## src/hw/rtl/paqc_pkg.sv

```systemverilog
`timescale 1ns / 1ps

package paqc_pkg;

    localparam int ROWS      = 6;
    localparam int CHANNELS  = 3;
    localparam int CONC_W    = 14;
    localparam int IDX_W     = 10;
    localparam int RGB_W     = 24;
    localparam int MS_W      = 32;
    localparam int ROW_W     = 3;
    localparam int DELTA_W   = 8;
    localparam int NUM_W     = 22;
    localparam int QUO_W     = 16;
    localparam int RECIP_SH  = 32;

    localparam int CH_PM1  = 0;
    localparam int CH_PM25 = 1;
    localparam int CH_PM10 = 2;

    localparam logic [IDX_W-1:0] INDEX_MAX = 10'd1023;
    localparam logic [MS_W-1:0]  WARMUP_RESET = 32'd60000;

    localparam logic [RGB_W-1:0] RGB_GOOD      = 24'h00B050;
    localparam logic [RGB_W-1:0] RGB_MODERATE  = 24'h92D050;
    localparam logic [RGB_W-1:0] RGB_SENSITIVE = 24'hFFFF00;
    localparam logic [RGB_W-1:0] RGB_UNHEALTHY = 24'hFF9900;
    localparam logic [RGB_W-1:0] RGB_VERY_BAD  = 24'hFF0000;
    localparam logic [RGB_W-1:0] RGB_HAZARD    = 24'h7E0023;
    localparam logic [RGB_W-1:0] RGB_WHITE     = 24'hFFFFFF;

    typedef logic [ROW_W-1:0] t_row;

    typedef struct packed {
        logic [CONC_W-1:0] lo;
        logic [CONC_W-1:0] hi;
        logic [IDX_W-1:0]  aqi_lo;
        logic [IDX_W-1:0]  aqi_hi;
    } t_seg;

    localparam t_seg SEG_TAB [0:CHANNELS-1][0:ROWS-1] = '{
        '{'{14'd0,    14'd100,  10'd0,   10'd50},
          '{14'd101,  14'd200,  10'd51,  10'd100},
          '{14'd201,  14'd300,  10'd101, 10'd150},
          '{14'd301,  14'd500,  10'd151, 10'd200},
          '{14'd501,  14'd750,  10'd201, 10'd300},
          '{14'd751,  14'd5000, 10'd301, 10'd500}},
        '{'{14'd0,    14'd159,  10'd0,   10'd50},
          '{14'd160,  14'd259,  10'd51,  10'd100},
          '{14'd260,  14'd379,  10'd101, 10'd150},
          '{14'd380,  14'd509,  10'd151, 10'd200},
          '{14'd510,  14'd759,  10'd201, 10'd300},
          '{14'd760,  14'd5000, 10'd301, 10'd500}},
        '{'{14'd0,    14'd549,  10'd0,   10'd50},
          '{14'd550,  14'd1549, 10'd51,  10'd100},
          '{14'd1550, 14'd2549, 10'd101, 10'd150},
          '{14'd2550, 14'd3549, 10'd151, 10'd200},
          '{14'd3550, 14'd4249, 10'd201, 10'd300},
          '{14'd4250, 14'd6049, 10'd301, 10'd500}}
    };

    // floor(2^32 / (hi - lo)) for each row
    localparam logic [31:0] RECIP_TAB [0:CHANNELS-1][0:ROWS-1] = '{
        '{32'((64'd1 << RECIP_SH) / 64'd100),  32'((64'd1 << RECIP_SH) / 64'd99),
          32'((64'd1 << RECIP_SH) / 64'd99),   32'((64'd1 << RECIP_SH) / 64'd199),
          32'((64'd1 << RECIP_SH) / 64'd249),  32'((64'd1 << RECIP_SH) / 64'd4249)},
        '{32'((64'd1 << RECIP_SH) / 64'd159),  32'((64'd1 << RECIP_SH) / 64'd99),
          32'((64'd1 << RECIP_SH) / 64'd119),  32'((64'd1 << RECIP_SH) / 64'd129),
          32'((64'd1 << RECIP_SH) / 64'd249),  32'((64'd1 << RECIP_SH) / 64'd4240)},
        '{32'((64'd1 << RECIP_SH) / 64'd549),  32'((64'd1 << RECIP_SH) / 64'd999),
          32'((64'd1 << RECIP_SH) / 64'd999),  32'((64'd1 << RECIP_SH) / 64'd999),
          32'((64'd1 << RECIP_SH) / 64'd699),  32'((64'd1 << RECIP_SH) / 64'd1799)}
    };

    function automatic logic [RGB_W-1:0] band_rgb(input logic [IDX_W-1:0] idx);
        logic [RGB_W-1:0] rgb;
        if (idx <= 10'd50) begin
            rgb = RGB_GOOD;
        end else if (idx <= 10'd100) begin
            rgb = RGB_MODERATE;
        end else if (idx <= 10'd200) begin
            rgb = RGB_SENSITIVE;
        end else if (idx <= 10'd300) begin
            rgb = RGB_UNHEALTHY;
        end else if (idx <= 10'd400) begin
            rgb = RGB_VERY_BAD;
        end else begin
            rgb = RGB_HAZARD;
        end
        return rgb;
    endfunction

endpackage

```

## src/hw/rtl/paqc_subidx.sv

```systemverilog
`timescale 1ns / 1ps

module paqc_subidx #(
    parameter int CH_SEL   = 0,
    parameter int MAX_CONC = 9999
) (
    input  logic                         i_clk,
    input  logic                         i_en,
    input  logic [paqc_pkg::CONC_W-1:0]  i_conc,
    output logic [paqc_pkg::IDX_W-1:0]   o_index
);

    localparam int RW = paqc_pkg::ROW_W;

    // stage 1: clamp and segment search
    logic [paqc_pkg::CONC_W-1:0] n1_v;
    logic [RW-1:0]               n1_row;
    logic [paqc_pkg::CONC_W-1:0] r1_v;
    logic [RW-1:0]               r1_row;

    // stage 2: offset into segment
    logic [paqc_pkg::CONC_W-1:0] n2_dv;
    logic [paqc_pkg::CONC_W-1:0] r2_dv;
    logic [RW-1:0]               r2_row;

    // stage 3: scaled numerator
    paqc_pkg::t_seg              s3_seg;
    logic [paqc_pkg::DELTA_W-1:0] s3_delta;
    logic [paqc_pkg::NUM_W-1:0]  n3_num;
    logic [paqc_pkg::NUM_W-1:0]  r3_num;
    logic [RW-1:0]               r3_row;

    // stage 4: reciprocal quotient estimate
    logic [paqc_pkg::NUM_W+31:0] n4_prod;
    logic [paqc_pkg::QUO_W-1:0]  r4_qe;
    logic [paqc_pkg::NUM_W-1:0]  r4_num;
    logic [RW-1:0]               r4_row;

    // stage 5: correct by one, add base, saturate
    paqc_pkg::t_seg              s5_seg;
    logic [paqc_pkg::CONC_W-1:0] s5_div;
    logic [paqc_pkg::NUM_W-1:0]  s5_back;
    logic [paqc_pkg::NUM_W-1:0]  s5_rem;
    logic [paqc_pkg::QUO_W:0]    s5_q;
    logic [paqc_pkg::QUO_W+1:0]  s5_sum;
    logic [paqc_pkg::IDX_W-1:0]  n5_idx;
    logic [paqc_pkg::IDX_W-1:0]  r5_idx;

    always_comb begin
        if ({2'b00, i_conc} > 16'(MAX_CONC)) begin
            n1_v = paqc_pkg::CONC_W'(MAX_CONC);
        end else begin
            n1_v = i_conc;
        end
        n1_row = RW'(paqc_pkg::ROWS - 1);
        // scan downward so the first matching row wins
        for (int k = paqc_pkg::ROWS - 1; k >= 0; k--) begin
            if (n1_v >= paqc_pkg::SEG_TAB[CH_SEL][k].lo &&
                n1_v <= paqc_pkg::SEG_TAB[CH_SEL][k].hi) begin
                n1_row = RW'(k);
            end
        end
    end

    always_comb begin
        if (r1_v < paqc_pkg::SEG_TAB[CH_SEL][r1_row].lo) begin
            n2_dv = '0;
        end else begin
            n2_dv = r1_v - paqc_pkg::SEG_TAB[CH_SEL][r1_row].lo;
        end
    end

    always_comb begin
        s3_seg   = paqc_pkg::SEG_TAB[CH_SEL][r2_row];
        s3_delta = paqc_pkg::DELTA_W'(s3_seg.aqi_hi - s3_seg.aqi_lo);
        n3_num   = {{(paqc_pkg::NUM_W-paqc_pkg::DELTA_W){1'b0}}, s3_delta}
                 * {{(paqc_pkg::NUM_W-paqc_pkg::CONC_W){1'b0}}, r2_dv};
    end

    assign n4_prod = {32'd0, r3_num} * {{paqc_pkg::NUM_W{1'b0}},
                                        paqc_pkg::RECIP_TAB[CH_SEL][r3_row]};

    always_comb begin
        s5_seg  = paqc_pkg::SEG_TAB[CH_SEL][r4_row];
        s5_div  = s5_seg.hi - s5_seg.lo;
        s5_back = {{(paqc_pkg::NUM_W-paqc_pkg::QUO_W){1'b0}}, r4_qe}
                * {{(paqc_pkg::NUM_W-paqc_pkg::CONC_W){1'b0}}, s5_div};
        s5_rem  = r4_num - s5_back;
        // the estimate is low by at most one
        s5_q    = {1'b0, r4_qe} + ((s5_rem >= paqc_pkg::NUM_W'(s5_div)) ? 17'd1 : 17'd0);
        s5_sum  = {1'b0, s5_q} + (paqc_pkg::QUO_W+2)'(s5_seg.aqi_lo);
        if (s5_sum > (paqc_pkg::QUO_W+2)'(paqc_pkg::INDEX_MAX)) begin
            n5_idx = paqc_pkg::INDEX_MAX;
        end else begin
            n5_idx = s5_sum[paqc_pkg::IDX_W-1:0];
        end
    end

    always_ff @(posedge i_clk) begin
        if (i_en) begin
            r1_v   <= n1_v;
            r1_row <= n1_row;
            r2_dv  <= n2_dv;
            r2_row <= r1_row;
            r3_num <= n3_num;
            r3_row <= r2_row;
            r4_qe  <= n4_prod[paqc_pkg::RECIP_SH +: paqc_pkg::QUO_W];
            r4_num <= r3_num;
            r4_row <= r3_row;
            r5_idx <= n5_idx;
        end
    end

    assign o_index = r5_idx;

endmodule

```

## config.mk

```make
export PLATFORM = sky130hd
export DESIGN_NAME = paqc_subidx
export DESIGN_NICKNAME = d
export VERILOG_FILES = /design/src/hw/rtl/paqc_pkg.sv /design/src/hw/rtl/paqc_subidx.sv
export SDC_FILE = /design/constraint.sdc
export NUM_CORES = 2
export LEC_CHECK = 0
export BUFFER_PORTS_ARGS = -buffer_cell sky130_fd_sc_hd__buf_2
export CORE_MARGIN = 2
export CORE_UTILIZATION = 55
export DETAILED_ROUTE_END_ITERATION = 16
export PLACE_DENSITY_LB_ADDON = 0.2
export SLEW_MARGIN = 0
export SYNTH_ARGS = -nofsm -noshare
export SYNTH_HDL_FRONTEND = slang
export SYNTH_SLANG_ARGS = --single-unit
```

## constraint.sdc

```tcl
create_clock -name i_clk -period 31.2 [get_ports i_clk]
set_clock_uncertainty 0.1 [all_clocks]
set_input_delay 3.12 -clock i_clk [delete_from_list [all_inputs] [get_ports i_clk]]
set_output_delay 3.12 -clock i_clk [all_outputs]
set_load 0.005 [all_outputs]
```

# Word-level counts from Yosys, hierarchy flattened
# Memories as Yosys holds them, arrays and structs flattened.
# Index checks and enable logic that the tools add are counted.
[word_totals]
register_bits = 110
rom_bits = 1408
input_bits = 16
output_inout_bits = 10
elab_cells = 68
memories = 4
[op_classes]
addsub = 6
mul = 3
n_lt_le_gt_ge = 18
mux = 14
bitwise_logic = 4
n_reduce_logical = 7
[mem_list]
columns = ["name", "words", "word_bits", "rd", "rd_ports_with_merged_regs", "write_ports", "line_no", "text"]
rows = [
  ["(name not given)", 8, 48, 1, 0, 0, "paqc_subidx.sv:84", "s5_seg = paqc_pkg::SEG_TAB[CH_SEL][r4_row];"],
  ["(name not given)", 8, 48, 1, 0, 0, "paqc_subidx.sv:74", "s3_seg = paqc_pkg::SEG_TAB[CH_SEL][r2_row];"],
  ["(name not given)", 8, 48, 1, 0, 0, "paqc_subidx.sv:69", "n2_dv = r1_v - paqc_pkg::SEG_TAB[CH_SEL][r1_row].lo;"],
  ["(name not given)", 8, 32, 1, 0, 0, "paqc_subidx.sv:81", "paqc_pkg::RECIP_TAB[CH_SEL][r3_row]};"],
]
[op_table]
columns = ["cell", "count"]
rows = [
  ["2-to-1 mux 48 bit", 4],
  ["2-to-1 mux 32 bit", 2],
  ["multiplier 22 x 32 -> 48 bit", 1],
  ["2-to-1 mux 18 bit", 2],
  [">= comparator 14 x 9 -> 1 bit (second input constant)", 2],
  ["<= comparator 14 x 9 -> 1 bit (second input constant)", 2],
  ["subtractor 14 bit", 2],
  [">= comparator 22 x 14 -> 1 bit", 1],
  ["multiplier 16 x 14 -> 22 bit", 1],
  ["multiplier 8 x 14 -> 22 bit", 1],
  ["subtractor 22 bit", 1],
  ["adder 17 x 10 -> 18 bit", 1],
  ["> comparator 18 x 10 -> 1 bit (second input constant)", 1],
  ["adder 16 x 1 -> 17 bit", 1],
  [">= comparator 4 bit (second input constant)", 4],
  ["inverter 3 -> 4 bit", 4],
  [">= comparator 14 x 1 -> 1 bit (second input constant)", 1],
  [">= comparator 14 x 7 -> 1 bit (second input constant)", 1],
  [">= comparator 14 x 8 -> 1 bit (second input constant)", 1],
  ["> comparator 14 bit (second input constant)", 1],
  ["<= comparator 14 x 10 -> 1 bit (second input constant)", 1],
  ["<= comparator 14 x 7 -> 1 bit (second input constant)", 1],
  ["<= comparator 14 x 8 -> 1 bit (second input constant)", 1],
  ["< comparator 14 bit", 1],
  ["other kinds (7)", 14],
]

# Depth between registers and ports, before layout
[logic_depth]
word_depth = 12
ltp_mapped = 51
ltp_nobuf = 49

# Least setup slack after synthesis
# No wires, ideal clock.
[synth_timing]
path_type = "reg-to-reg"
startpoint = "register r4_row[0]"
endpoint = "register r5_idx, in the netlist o_index[2], data pin"
setup_ns = 0.274
arrival_time_ns = 10.418
t_required_ns = 30.826
path_slack_ns = 20.408
path_stages_with_launch = 51
n_path_buf = 2
synth_period_minus_slack_ns = 10.792
path_cell_list = "edfxtp_1 inv_1 ha_1 inv_1 ha_1 nor2b_1 o21ai_0 a21bo_2 a21oi_4 xnor2_4 clkbuf_1 inv_1 nor2_1 fa_1 ha_1 inv_1 fa_1 fa_1 [15 not listed] nand3_1 a31oi_1 nand3_1 or4_1 fa_1 inv_1 fa_1 nor2b_1 o21ai_0 a21boi_0 o21ai_0 a21boi_0 o21a_1 or2_2 a21oi_1 o211a_1 clkbuf_1 o21ai_0"
[synth_between]
elab_chain_len = 12
[synth_lines]
columns = ["item", "line_no", "text"]
rows = [
  ["start, declared", "paqc_subidx.sv:37", "logic [RW-1:0] r4_row;"],
  ["start signal, assigned", "paqc_subidx.sv:109", "r4_row <= r3_row;"],
  ["inverter 3 -> 4 bit (not written as such) *", "paqc_subidx.sv:84", ""],
  ["memory (8 x 48 bit) *", "--", ""],
  ["2-to-1 mux 48 bit (not written as such) * (2 in a row)", "paqc_subidx.sv:84", ""],
  ["subtractor 14 bit", "paqc_subidx.sv:85", "s5_div = s5_seg.hi - s5_seg.lo;"],
  ["multiplier 16 x 14 -> 22 bit", "paqc_subidx.sv:87", "* {{(paqc_pkg::NUM_W-paqc_pkg::CONC_W){1'b0}}, s5_div};"],
  ["subtractor 22 bit", "paqc_subidx.sv:88", "s5_rem = r4_num - s5_back;"],
  [">= comparator 22 x 14 -> 1 bit", "paqc_subidx.sv:90", "s5_q = {1'b0, r4_qe} + ((s5_rem >= paqc_pkg::NUM_W'(s5_div)) ? 17'd1 : 17'd0);"],
  ["2-to-1 mux 1 bit", "paqc_subidx.sv:90", ""],
  ["adder 16 x 1 -> 17 bit", "paqc_subidx.sv:90", ""],
  ["adder 17 x 10 -> 18 bit *", "paqc_subidx.sv:91", "s5_sum = {1'b0, s5_q} + (paqc_pkg::QUO_W+2)'(s5_seg.aqi_lo);"],
  ["> comparator 18 x 10 -> 1 bit", "paqc_subidx.sv:92", "if (s5_sum > (paqc_pkg::QUO_W+2)'(paqc_pkg::INDEX_MAX)) begin"],
  ["end signal, assigned", "paqc_subidx.sv:110", "r5_idx <= n5_idx;"],
  ["end, declared", "paqc_subidx.sv:47", "logic [paqc_pkg::IDX_W-1:0] r5_idx;"],
]
# Every way passes the cells marked *; elsewhere a longest branch is shown, timed or not. The select of a mux whose other input is x is not followed.
# A chain may end at the register's enable or synchronous reset.

# Final worst setup path
[layout_timing]
startpoint = "register r4_row[2]"
endpoint = "register r5_idx, in the netlist o_index[4], data pin"
# The elaborated chain is that of the path after synthesis.

==> results.cfg <==
[global_route]
grt_pass1_vias = 24500
track_usage = 0.288
antenna_found_initial = 1
grt_pass1_wl_um = 133000
grt_start_max_net_pins = 70
grt_overflow = 0

[synthesis]
syn-cell-area_um2 = 31500
synth_area_leaders = fa_1 43%, ha_1 14%, edfxtp_1 10%
ys_seq_area_frac = 0.105
synth_seq_cells = 110
syn_inst = 3362
yosysTopAreaCell = fa_1
synthArstFlopShare = 0
avgSynthCellArea_um2 = 9.38
post-synth-top-area-fraction = 0.426
synthDistinctLibCells = 66
synth-edff-count = 110
yosysWarnings = 0
synth_flop_cell = edfxtp_1

[sta]
post-route-period-util = 0.400
period_minus_slack_ns = 12.49
tightest_slew_ns = 1.19
setup_violations = 0
hold_viol = 0
maxSlewHeadroom = 0.203
rsz0062_at_grt = false
fmax_mhz = 80.1
slew_violations = 0
fin_tns_setup_ns = 0

[clocking]
cts.repair.resized = 0
cts_hold_buf = 0
ctsLongestPathBuffers = 2
cts_sinks = 110
clock_latency_ns = 0.36
cts_buffers = 9
cts-root-buf = clkbuf_16
cts_tree = done
htreeDepth = 3
cts_setup_buffers = 0
clk_pin_slew_worst_paths_ns = 0.08

[die]
dieArea_um2 = 59300
die_x_um = 243
die_h_um = 243
start_util = 0.558
pin_count = 26
rows = 87
coreArea_um2 = 56500

[route]
dr.pass1.iters = 5
drtIter0Drc = 1751
detail_route.wirelength_um = 80800
viasPerCell = 5.45
drc = 0
vias = 22300
routedWlPerCell_um = 19.7
ant_nets = 0

[run_status]
status = finished, final reports clean

[critical_path]
critPathMaxStageDelay_ns = 0.93
critPathMaxFanout = 17
crit_arrival_ns = 12.49
critPathRequiredTime_ns = 31.21
crit_path_frequent_cell = fa_1
crit_slowest_cell = xor2_1
setup.worst_path.class = flip-flop to flip-flop
start_kind = flip-flop
end_kind = flip-flop

[placed_design]
dp_hpwl_um = 66300
placement.io_buffers = 25
place_congestion = 0.935
dp.cells = 4085

[layout]
num-nets-final = 4374
seq_area_um2 = 3300
multi_input_area_um2 = 24600
num-fill-cells = 4934
diodes = 0
layout.cells.non_filler = 4100
drive_above_1_share = 0.0341
area_growth_pct = 4.13

[hold_path]
hold_class = flip-flop to flip-flop

[run]
cap_violations = 0
-- worst max-delay path: cells and delay by family (launching register included) --
| family | cells | cell delay [ns] |
|---|---|---|
| adder cells (fa/ha/maj) | 11 | 4.54 |
| XOR/XNOR | 2 | 1.15 |
| AO/OA/AOI/OAI | 16 | 3.22 |
| flip-flops | 1 | 0.71 |
| buffers and inverters | 5 | 0.57 |
| AND/OR/NAND/NOR | 10 | 1.91 |
-- layer usage --
layer  GRT usage  share of wire
met1       0.401           0.42
met4      0.0641          0.023
met2       0.471           0.47
met5           0        0.00016
met3      0.0562          0.089
-- cells by family after synthesis --
kind of cell,synth area share
compound gates,0.0470
xor+xnor,0.0243
fa+ha+maj,0.564
buf+inv,0.118
flops,0.105
mux,0.00369
other cells,0.000238
simple gates,0.139
-- final timing paths --
| path | from | to | slack (ns) | depth (start not counted) |
|---|---|---|---|---|
| max reg2reg | r4_row[2] | o_index[4] | 18.71 | 44 |
| max | r4_row[2] | o_index[4] | 18.71 | 44 |
| min | r1_row[1] | r2_row[1] | 0.46 | 0 |
| min reg2reg | r1_row[1] | r2_row[1] | 0.46 | 0 |
-- per-stage QoR --
step	setup WS, ns	area (um^2)	utilization	hold WS [ns]
6_report	18.71	32800	0.581	0.456
4_1_cts	18.79	32800	0.581	0.457
5_1_grt	17.78	32800	0.581	0.491
3_3_place_gp	19.23	32600	0.576	0.467
2_1_floorplan	20.41	31600	-	0.324
3_5_place_dp	18.80	32600	0.576	0.444
-- cell usage in the layout (no fill, tap or decap), types with 7 or more instances in the layout --
cell type	instances
edfxtp_1	110
o21ai_0	57
buf_4	46
and3_1	16
a211oi_1	8
or2_2	10
ha_1	347
xor2_1	18
o21bai_1	7
nor2b_1	59
nand3_1	60
a31oi_1	7
nand2b_1	31
nor3_1	24
a21oi_1	63
a21boi_0	13
conb_1	12
and2_1	172
nand2_1	370
buf_2	24
nand4_1	7
o21a_1	19
xnor2_1	62
inv_1	871
clkbuf_16	9
a21o_1	16
nor2_1	150
fa_1	671
-- cells in the mapped netlist (4+ instances only) --
library cell,number
and2_1,172
a21boi_0,13
nor3_1,24
and3_1,16
a211oi_1,8
nand2_1,371
mux2_2,5
o21ai_0,57
fa_1,671
nand3_1,60
a21oi_1,64
nor4_1,4
nand4_1,7
a31oi_1,7
mux2i_1,6
o31ai_1,5
o2111ai_1,4
nor2_1,152
xor2_1,18
edfxtp_1,110
inv_1,871
clkbuf_1,107
ha_1,347
o211a_1,4
o21a_1,19
nor2b_1,60
xnor2_1,62
o21bai_1,7
or2_2,10
a21o_1,16
nand2b_1,31
-- final cells by class --
type	count	area share
timing repair buffer	70	0.0142
multi-input combinational	2277	0.748
clock inverter	6	0.00175
inverter	872	0.0997
tap	756	0.0288
clock buffer	9	0.00686
sequential	110	0.101
-- registers in the layout (all words and copies together) (netlist names) --
| register | flops |
|---|---|
| r4_num | 22 |
| r3_row | 3 |
| r2_dv | 14 |
| r4_qe | 16 |
| r3_num | 22 |
| r4_row | 3 |
| r1_v | 14 |
| r1_row | 3 |
| o_index | 10 |
| r2_row | 3 |
Power is left out: the tool's default activity adds up to more than one toggle a clock period on the data nets, which glitch-free logic cannot reach.
